<file path="config.mk">
export PLATFORM = sky130hd
export DESIGN_NAME = rns_mixed_radix_halving
export DESIGN_NICKNAME = d
export VERILOG_FILES = /design/src/design/rmrh_pkg.sv /design/src/design/rmrh_modred.sv /design/src/design/rns_mixed_radix_halving.sv
export SDC_FILE = /design/constraint.sdc
export NUM_CORES = 2
export LEC_CHECK = 0
export BUFFER_PORTS_ARGS = -buffer_cell sky130_fd_sc_hd__buf_2
export CORE_MARGIN = 2
export CORE_UTILIZATION = 40
export DETAILED_ROUTE_END_ITERATION = 10
export GPL_TIMING_DRIVEN = 0
export PLACE_DENSITY = 0.58
export SYNTH_ARGS = -nofsm -noshare
export SYNTH_HDL_FRONTEND = slang
export SYNTH_SLANG_ARGS = --single-unit
</file>
<file path="constraint.sdc">
create_clock -name clk -period 12.85 [get_ports clk]
set_clock_uncertainty 0.2 [all_clocks]
set_input_delay 1.285 -clock clk [delete_from_list [all_inputs] [get_ports clk]]
set_output_delay 1.285 -clock clk [all_outputs]
set_load 0.02 [all_outputs]
</file>
<file path="src/design/rmrh_pkg.sv">
// ----------------------------------------------------------------------------
// rmrh_pkg
// types and constants shared by the residue conversion and halving block
// ----------------------------------------------------------------------------
package rmrh_pkg;

  localparam int NUM_MODULI   = 4;
  localparam int RESIDUE_BITS = 16;
  localparam int NUM_CH       = 4;
  localparam int CH_W         = 2;
  localparam int SHIFT_W      = 6;
  localparam int CFG_W        = 48;
  localparam int CFG_IDX_W    = 3;
  localparam int PROD_W       = 2 * RESIDUE_BITS;

  // configuration register indexes
  localparam logic [CFG_IDX_W-1:0] REG_MODULUS_0  = 3'd0;
  localparam logic [CFG_IDX_W-1:0] REG_MODULUS_1  = 3'd1;
  localparam logic [CFG_IDX_W-1:0] REG_MODULUS_2  = 3'd2;
  localparam logic [CFG_IDX_W-1:0] REG_MODULUS_3  = 3'd3;
  localparam logic [CFG_IDX_W-1:0] REG_INV_FIRST  = 3'd4;
  localparam logic [CFG_IDX_W-1:0] REG_INV_SECOND = 3'd5;

  typedef logic [RESIDUE_BITS-1:0] res_t;

  typedef struct packed {
    logic               kind;
    res_t               residue_0;
    res_t               residue_1;
    res_t               residue_2;
    res_t               residue_3;
    logic [SHIFT_W-1:0] shift;
  } in_t;

  typedef struct packed {
    res_t out_0;
    res_t out_1;
    res_t out_2;
    res_t out_3;
    logic input_parity;
  } out_t;

  // request to the shared reduction unit
  typedef struct packed {
    logic              start;
    logic              long_op;
    logic [PROD_W-1:0] num;
    res_t              q;
  } red_req_t;

  typedef struct packed {
    logic done;
    res_t rem;
  } red_rsp_t;

endpackage

</file>
<file path="src/design/rmrh_modred.sv">
// ----------------------------------------------------------------------------
// rmrh_modred
// bit-serial remainder unit: one quotient bit per cycle, 16 or 32 bit dividend
// ----------------------------------------------------------------------------
module rmrh_modred (
  input  logic              clk,
  input  logic              rst_n,
  input  rmrh_pkg::red_req_t req,
  output rmrh_pkg::red_rsp_t rsp
);
  import rmrh_pkg::*;

  logic [PROD_W-1:0]   num_r;
  res_t                rem_r;
  res_t                q_r;
  logic [4:0]          cnt_r;
  logic                run_r;
  logic                done_r;
  logic [RESIDUE_BITS:0] trial;
  logic [RESIDUE_BITS:0] step_rem;

  always_comb begin
    trial = {rem_r, num_r[PROD_W-1]};
    if (trial >= {1'b0, q_r}) begin
      step_rem = trial - {1'b0, q_r};
    end else begin
      step_rem = trial;
    end
  end

  always_ff @(posedge clk) begin
    if (!rst_n) begin
      run_r  <= 1'b0;
      done_r <= 1'b0;
    end else begin
      done_r <= 1'b0;
      if (req.start) begin
        run_r <= 1'b1;
        rem_r <= '0;
        q_r   <= req.q;
        if (req.long_op) begin
          num_r <= req.num;
          cnt_r <= 5'(PROD_W - 1);
        end else begin
          // short operand sits in the upper half
          num_r <= {req.num[RESIDUE_BITS-1:0], {RESIDUE_BITS{1'b0}}};
          cnt_r <= 5'(RESIDUE_BITS - 1);
        end
      end else if (run_r) begin
        rem_r <= step_rem[RESIDUE_BITS-1:0];
        num_r <= {num_r[PROD_W-2:0], 1'b0};
        cnt_r <= cnt_r - 5'd1;
        if (cnt_r == 5'd0) begin
          run_r  <= 1'b0;
          done_r <= 1'b1;
        end
      end
    end
  end

  assign rsp.done = done_r;
  assign rsp.rem  = rem_r;

endmodule

</file>
<file path="src/design/rns_mixed_radix_halving.sv">
// ----------------------------------------------------------------------------
// rns_mixed_radix_halving
// mixed-radix conversion and division by a power of two in residue form
// ----------------------------------------------------------------------------
// One transaction at a time: busy is high from the accepting edge until the
// result strobe. All modular work runs through one bit-serial remainder unit
// (one bit per cycle, 16-bit operands and 32-bit products), so that unit
// sets the latency. Kind 1 adds a halving and a fresh conversion per shift
// step after the first conversion.
// The result is shown for one cycle on out_item with out_strobe and must be
// taken then; a new transaction can be accepted in that same cycle.
module rns_mixed_radix_halving (
  input  logic                           clk,
  input  logic                           rst_n,
  input  logic                           start,
  output logic                           busy,
  input  rmrh_pkg::in_t                  in_item,
  output logic                           out_strobe,
  output rmrh_pkg::out_t                 out_item,
  input  logic                           cfg_we,
  input  logic [rmrh_pkg::CFG_IDX_W-1:0] cfg_index,
  input  logic [rmrh_pkg::CFG_W-1:0]     cfg_data
);
  import rmrh_pkg::*;

  typedef enum logic [3:0] {
    S_IDLE, S_RX, S_RXW, S_KINIT, S_DJ, S_DJW, S_C, S_CW, S_MUL, S_P, S_PW,
    S_KDONE, S_CHECK
  } state_t;

  state_t state_r;

  res_t               mod_r [NUM_CH];
  logic [CFG_W-1:0]   inv1_r;
  logic [CFG_W-1:0]   inv2_r;

  res_t               x_r [NUM_CH];
  res_t               d_r [NUM_CH];
  res_t               a_r, dj_r, c_r;
  logic [PROD_W-1:0]  prod_r;
  logic [CH_W-1:0]    ch_r, k_r, j_r;
  logic               kind_r;
  logic [SHIFT_W-1:0] shift_r, cnt_r;
  logic               first_r, par_r;
  logic               strobe_r;
  out_t               out_r;

  red_req_t           req;
  red_rsp_t           rsp;

  res_t               qk;
  res_t               qch;
  res_t               inv_sel;
  logic [RESIDUE_BITS:0] diff;
  res_t               diff_red;
  logic               par;
  res_t               halved [NUM_CH];

  function automatic res_t eff_mod(input res_t m);
    return (m == '0) ? res_t'(1) : m;
  endfunction

  // inverse of modulus j modulo modulus k, j below k
  function automatic res_t inv_pick(input logic [CH_W-1:0] j, input logic [CH_W-1:0] k,
                                    input logic [CFG_W-1:0] w1, input logic [CFG_W-1:0] w2);
    logic [CH_W-1:0] pos;
    res_t            r;
    pos = '0;
    r   = '0;
    case (j)
      2'd0: begin
        pos = k - 2'd1;
        r   = w1[16*pos +: 16];
      end
      2'd1: begin
        pos = k - 2'd2;
        r   = w2[16*pos +: 16];
      end
      default: begin
        r = w2[32 +: 16];
      end
    endcase
    return r;
  endfunction

  rmrh_modred u_red (
    .clk   (clk),
    .rst_n (rst_n),
    .req   (req),
    .rsp   (rsp)
  );

  always_comb begin
    qk      = eff_mod(mod_r[k_r]);
    qch     = eff_mod(mod_r[ch_r]);
    inv_sel = inv_pick(j_r, k_r, inv1_r, inv2_r);
    diff    = {1'b0, a_r} + {1'b0, qk} - {1'b0, dj_r};
    if (diff >= {1'b0, qk}) begin
      diff_red = res_t'(diff - {1'b0, qk});
    end else begin
      diff_red = diff[RESIDUE_BITS-1:0];
    end
    par = 1'b0;
    for (int i = 0; i < NUM_MODULI; i++) begin
      par = par ^ d_r[i][0];
    end
  end

  // one halving step on every channel, parity from the conversion just done
  always_comb begin
    res_t                  q;
    res_t                  v;
    logic [RESIDUE_BITS:0] w;
    for (int i = 0; i < NUM_CH; i++) begin
      q = eff_mod(mod_r[i]);
      v = x_r[i];
      if (par) begin
        v = (v == '0) ? q - res_t'(1) : v - res_t'(1);
      end
      if (v[0]) begin
        w = {1'b0, v} + {1'b0, q};
      end else begin
        w = {1'b0, v};
      end
      halved[i] = (i < NUM_MODULI) ? w[RESIDUE_BITS:1] : '0;
    end
  end

  always_comb begin
    req = '0;
    case (state_r)
      S_RX: begin
        req.start = 1'b1;
        req.num   = PROD_W'(x_r[ch_r]);
        req.q     = qch;
      end
      S_DJ: begin
        req.start = 1'b1;
        req.num   = PROD_W'(d_r[j_r]);
        req.q     = qk;
      end
      S_C: begin
        req.start = 1'b1;
        req.num   = PROD_W'(inv_sel);
        req.q     = qk;
      end
      S_P: begin
        req.start   = 1'b1;
        req.long_op = 1'b1;
        req.num     = prod_r;
        req.q       = qk;
      end
      default: begin
        req = '0;
      end
    endcase
  end

  always_ff @(posedge clk) begin
    if (!rst_n) begin
      mod_r[0] <= res_t'(3);
      mod_r[1] <= res_t'(5);
      mod_r[2] <= res_t'(7);
      mod_r[3] <= res_t'(11);
      inv1_r   <= CFG_W'(64'd17180196866);
      inv2_r   <= CFG_W'(64'd34360328195);
    end else if (cfg_we) begin
      if (cfg_index < CFG_IDX_W'(NUM_CH)) begin
        mod_r[cfg_index[CH_W-1:0]] <= cfg_data[RESIDUE_BITS-1:0];
      end else if (cfg_index == REG_INV_FIRST) begin
        inv1_r <= cfg_data;
      end else if (cfg_index == REG_INV_SECOND) begin
        inv2_r <= cfg_data;
      end
    end
  end

  always_ff @(posedge clk) begin
    if (!rst_n) begin
      state_r  <= S_IDLE;
      strobe_r <= 1'b0;
    end else begin
      strobe_r <= 1'b0;
      case (state_r)
        S_IDLE: begin
          if (start) begin
            x_r[0]  <= in_item.residue_0;
            x_r[1]  <= (NUM_MODULI > 1) ? in_item.residue_1 : '0;
            x_r[2]  <= (NUM_MODULI > 2) ? in_item.residue_2 : '0;
            x_r[3]  <= (NUM_MODULI > 3) ? in_item.residue_3 : '0;
            for (int i = 0; i < NUM_CH; i++) begin
              d_r[i] <= '0;
            end
            kind_r  <= in_item.kind;
            shift_r <= in_item.shift;
            cnt_r   <= '0;
            first_r <= 1'b1;
            ch_r    <= '0;
            state_r <= S_RX;
          end
        end
        S_RX: state_r <= S_RXW;
        S_RXW: begin
          if (rsp.done) begin
            x_r[ch_r] <= rsp.rem;
            if (ch_r == CH_W'(NUM_MODULI - 1)) begin
              k_r     <= '0;
              state_r <= S_KINIT;
            end else begin
              ch_r    <= ch_r + 1'b1;
              state_r <= S_RX;
            end
          end
        end
        S_KINIT: begin
          a_r     <= x_r[k_r];
          j_r     <= '0;
          state_r <= (k_r == '0) ? S_KDONE : S_DJ;
        end
        S_DJ: state_r <= S_DJW;
        S_DJW: begin
          if (rsp.done) begin
            dj_r    <= rsp.rem;
            state_r <= S_C;
          end
        end
        S_C: state_r <= S_CW;
        S_CW: begin
          if (rsp.done) begin
            c_r     <= rsp.rem;
            state_r <= S_MUL;
          end
        end
        S_MUL: begin
          prod_r  <= diff_red * c_r;
          state_r <= S_P;
        end
        S_P: state_r <= S_PW;
        S_PW: begin
          if (rsp.done) begin
            a_r <= rsp.rem;
            if (j_r == k_r - 1'b1) begin
              state_r <= S_KDONE;
            end else begin
              j_r     <= j_r + 1'b1;
              state_r <= S_DJ;
            end
          end
        end
        S_KDONE: begin
          d_r[k_r] <= a_r;
          if (k_r == CH_W'(NUM_MODULI - 1)) begin
            state_r <= S_CHECK;
          end else begin
            k_r     <= k_r + 1'b1;
            state_r <= S_KINIT;
          end
        end
        S_CHECK: begin
          first_r <= 1'b0;
          if (first_r) begin
            par_r <= par;
          end
          if (!kind_r || cnt_r == shift_r) begin
            out_r.out_0        <= kind_r ? x_r[0] : d_r[0];
            out_r.out_1        <= kind_r ? x_r[1] : d_r[1];
            out_r.out_2        <= kind_r ? x_r[2] : d_r[2];
            out_r.out_3        <= kind_r ? x_r[3] : d_r[3];
            out_r.input_parity <= first_r ? par : par_r;
            strobe_r           <= 1'b1;
            state_r            <= S_IDLE;
          end else begin
            for (int i = 0; i < NUM_CH; i++) begin
              x_r[i] <= halved[i];
            end
            cnt_r   <= cnt_r + 1'b1;
            k_r     <= '0;
            state_r <= S_KINIT;
          end
        end
        default: state_r <= S_IDLE;
      endcase
    end
  end

  assign busy       = (state_r != S_IDLE);
  assign out_strobe = strobe_r;
  assign out_item   = out_r;

endmodule

</file>
==> flow_summary_export.csv <==
group,metric,value,unit
place,dp_cells,5969,
synthesis,ys_types,87,
route,drt_iter0_drc,4875,
critical_path,crit_required,13.03,ns
route,num_vias,36900,
global_routing,grt_max_degree,55,
route,via_per_inst,6.04,
critical_path,cp_common_cell,"fa_1",
layout,multi_input_area,25300,um^2
floorplanning,die_height,330,um
clock_network,insertion_delay,0.65,ns
synthesis,synth_edf_count,427,
route,antenna_left,0,
status,violations,"design-rule violations, max-capacitance violations",
min_path,holdPathEnd,"inv1_r[2]$_SDFFE_PN0P_",
timing,setup_viol,0,
timing,period_minus_slack,12.40,ns
synthesis,synth_seq_cells,536,
synthesis,seq_area_frac_synth,35.3,%
critical_path,r2r_end,"prod_r[31]$_DFFE_PP_",
layout,drive_above_1_share,12.9,%
critical_path,crit_fanout,10,
synthesis,ys_top_cells_by_area,"edfxtp_1 (30%), fa_1 (10%), ha_1 (6.7%)",
status,status,"finished with violations",
critical_path,timing.rr.start,"mod_r[3][2]$_DFFE_PP_",
timing,worst_slew_pin_slew,1.46,ns
floorplanning,initial_core_util,40.3,%
global_routing,grt_pass1_vias,35000,
timing,fmax,0.0806,GHz
layout,seq_area,15000,um^2
clock_network,cts-buffers-inserted,66,
critical_path,startpoint_type,"register",
critical_path,worst-r2r-setup-slack,0.45,ns
layout,finalNetCount,5234,
clock_network,cts_hold_buf,0,
route,wl,172,mm
critical_path,max_stage_delay,0.71,ns
floorplanning,core_area,105000,um^2
clock_network,cts_buffer_depth,3,
min_path,hold_path_depth,2,
critical_path,critical_path_class,"reg -> reg",
synthesis,synth_top_area_cell,"edfxtp_1",
route,drt_pass1_iterations,11,
global_routing,antenna_found_initial,14,
synthesis,async_flop_share,0,%
place,post-dp-hpwl,134,mm
timing,rsz0062_at_grt,"false",
clock_network,cts_tree,"done",
timing,finalHoldViolCount,0,
critical_path,worstSetupEndpointType,"register",
synthesis,ys_warn_count,0,
min_path,min_from,"inv1_r[2]$_SDFFE_PN0P_",
synthesis,mappedNetlistArea,42500,um^2
timing,max_slew_margin,1.71,%
synthesis,synthFlopType,"edfxtp_1",
floorplanning,top_level_ports,193,
critical_path,cpMaxStageDelayCell,"mux4_2",
clock_network,cts_num_sinks,536,
synthesis,syn_nets,4949,
layout,nFillCells,10200,
place,place.gp.congestion,1.02,
layout,final_cells,6114,
critical_path,r2r.worst_path.cells,45,
layout,area_growth,12.7,%
job,drv_cap,1,
global_routing,grt_overflow,0,
place,io_buffers,192,
floorplanning,die_w,330,um
global_routing,grt_pass1_wl,244,mm
timing,fin_crit_sh,96.5,%
clock_network,htree_levels,3,
route,routedWlPerCell,28.2,um
synthesis,synth_cells,4380,
floorplanning,num_rows,119,
clock_network,clk_pin_slew,0.06,ns
synthesis,postSynthAreaPerCell,9.71,um^2
clock_network,root_buffer,"clkbuf_16",
global_routing,track_usage,31.2,%
synthesis,yosys.area.top_type_share,30.2,%
route,route.detailed.drc,14,
timing,drv_slew,0,
floorplanning,die_area,109000,um^2
min_path,hp-class,"reg -> reg",
critical_path,worst_ep_arrival_time,12.58,ns
timing,setup_tns,0,ns
routing by layer:
metal | vias up | track usage (%) | share of wire, %
li1 | 16100 | - | -
met3 | 419 | 8.27 | 11
met1 | 18200 | 42.8 | 41
met4 | 6 | 13.2 | 4.9
met2 | 2247 | 46.6 | 43
met5 | - | 0 | 0.026
critical path: cells and delay by family (launching register included):
kind / cells / cell delay, ns
mux: 3 / 1.41
simple gates: 9 / 1.58
buf+inv: 9 / 1.10
flops: 1 / 0.68
compound gates: 13 / 2.83
fa+ha+maj: 10 / 4.16
xor+xnor: 1 / 0.17
cells in the mapped netlist (28+ instances only):
cell	count
nor3_1	72
edfxtp_1	427
xor2_1	42
clkbuf_1	237
mux4_2	79
mux2_2	121
a21oi_1	204
a211oi_1	36
nand2_1	567
a22oi_1	28
nand2b_1	34
nor2_1	290
a31oi_1	36
mux2i_1	36
nor4_1	43
inv_1	357
o21ai_0	184
and3_1	51
dfxtp_1	109
a21o_1	50
a22o_1	38
ha_1	227
and2_1	223
xnor2_1	84
or3_1	29
nand3_1	76
a21boi_0	95
fa_1	216
logic make-up (layout without fill, tap and decap cells):
logic type | count (synthesis) | in the layout | synth area share (%)
DFF | 536 | 536 | 35.3
xor gates and xnor gates | 127 | 127 | 2.65
adders and majority gates | 443 | 443 | 16.8
other | 0 | 8 | 0
and+or+nand+nor | 1474 | 1474 | 16.4
buffers and inverters | 641 | 976 | 5.82
muxes | 244 | 244 | 8.52
AOI/OAI and AO/OA | 915 | 915 | 14.5
registers in the layout, summed over array words and instances (netlist names), 16 cells and up, named ones only:
| register | cells |
|---|---|
| dj_r | 16 |
| d_r | 64 |
| inv2_r | 48 |
| prod_r | 32 |
| out_item | 65 |
| u_red.rem_r | 16 |
| mod_r | 64 |
| inv1_r | 48 |
| x_r | 64 |
| u_red.num_r | 32 |
| a_r | 16 |
| c_r | 16 |
| u_red.q_r | 16 |
metrics by stage:
stage	util (%)	cell area, um^2	worst slack, ns	hold slack [ns]
final	45.4	47900	0.449	0.260
after global routing	45.4	47900	0.00909	0.277
after CTS	45.1	47600	0.0144	0.264
after detailed placement	43.0	45300	-2.39	0.255
after global placement	42.9	45200	-2.37	0.244
after floorplan	-	42500	0.688	0.235
layout by cell type (no fill, tap or decap), types with 79 or more instances in the layout:
| cell | netlist | final |
|---|---|---|
| and2_1 | 223 | 222 |
| fa_1 | 216 | 216 |
| edfxtp_1 | 427 | 427 |
| clkbuf_1 | 237 | 246 |
| xnor2_1 | 84 | 82 |
| a21oi_1 | 204 | 200 |
| o21ai_0 | 184 | 179 |
| mux4_2 | 79 | 79 |
| buf_2 | 12 | 196 |
| nand2_1 | 567 | 567 |
| inv_1 | 357 | 357 |
| dfxtp_1 | 109 | 108 |
| ha_1 | 227 | 222 |
| a21boi_0 | 95 | 95 |
| nor2_1 | 290 | 288 |
| mux2_2 | 121 | 120 |
timing repair:
item,CTS,global route
hold endpoints to repair,0,0
setup endpoints to repair,22,15
gates resized for setup,22,40
setup buffers,6,18
pin swaps,2,13
layout make-up:
cell class	count	share of cell area, %
timing repair buffer	223	2.58
sequential	536	31.3
buffer	277	2.40
clock inverter	33	0.682
tap	1391	3.63
clock buffer	85	3.71
multi-input combinational	3203	52.8
inverter	358	2.80
antenna	8	0.0418
worst max-delay path by stage:
stage | startpoint | slack (ns) | end
finish | mod_r[3][2]$_DFFE_PP_ | 0.45 | prod_r[31]$_DFFE_PP_
global route | register | 0.009 | prod_r[29]$_DFFE_PP_
CTS | register | 0.01 | prod_r[31]$_DFFE_PP_
detailed placement | register | -2.39 | prod_r[31]$_DFFE_PP_
global placement | register | -2.37 | prod_r[31]$_DFFE_PP_
floorplan | register | 0.69 | prod_r[31]$_DFFE_PP_
Power is left out: the tool's default activity adds up to more than one toggle a clock period on the data nets, which glitch-free logic cannot reach.
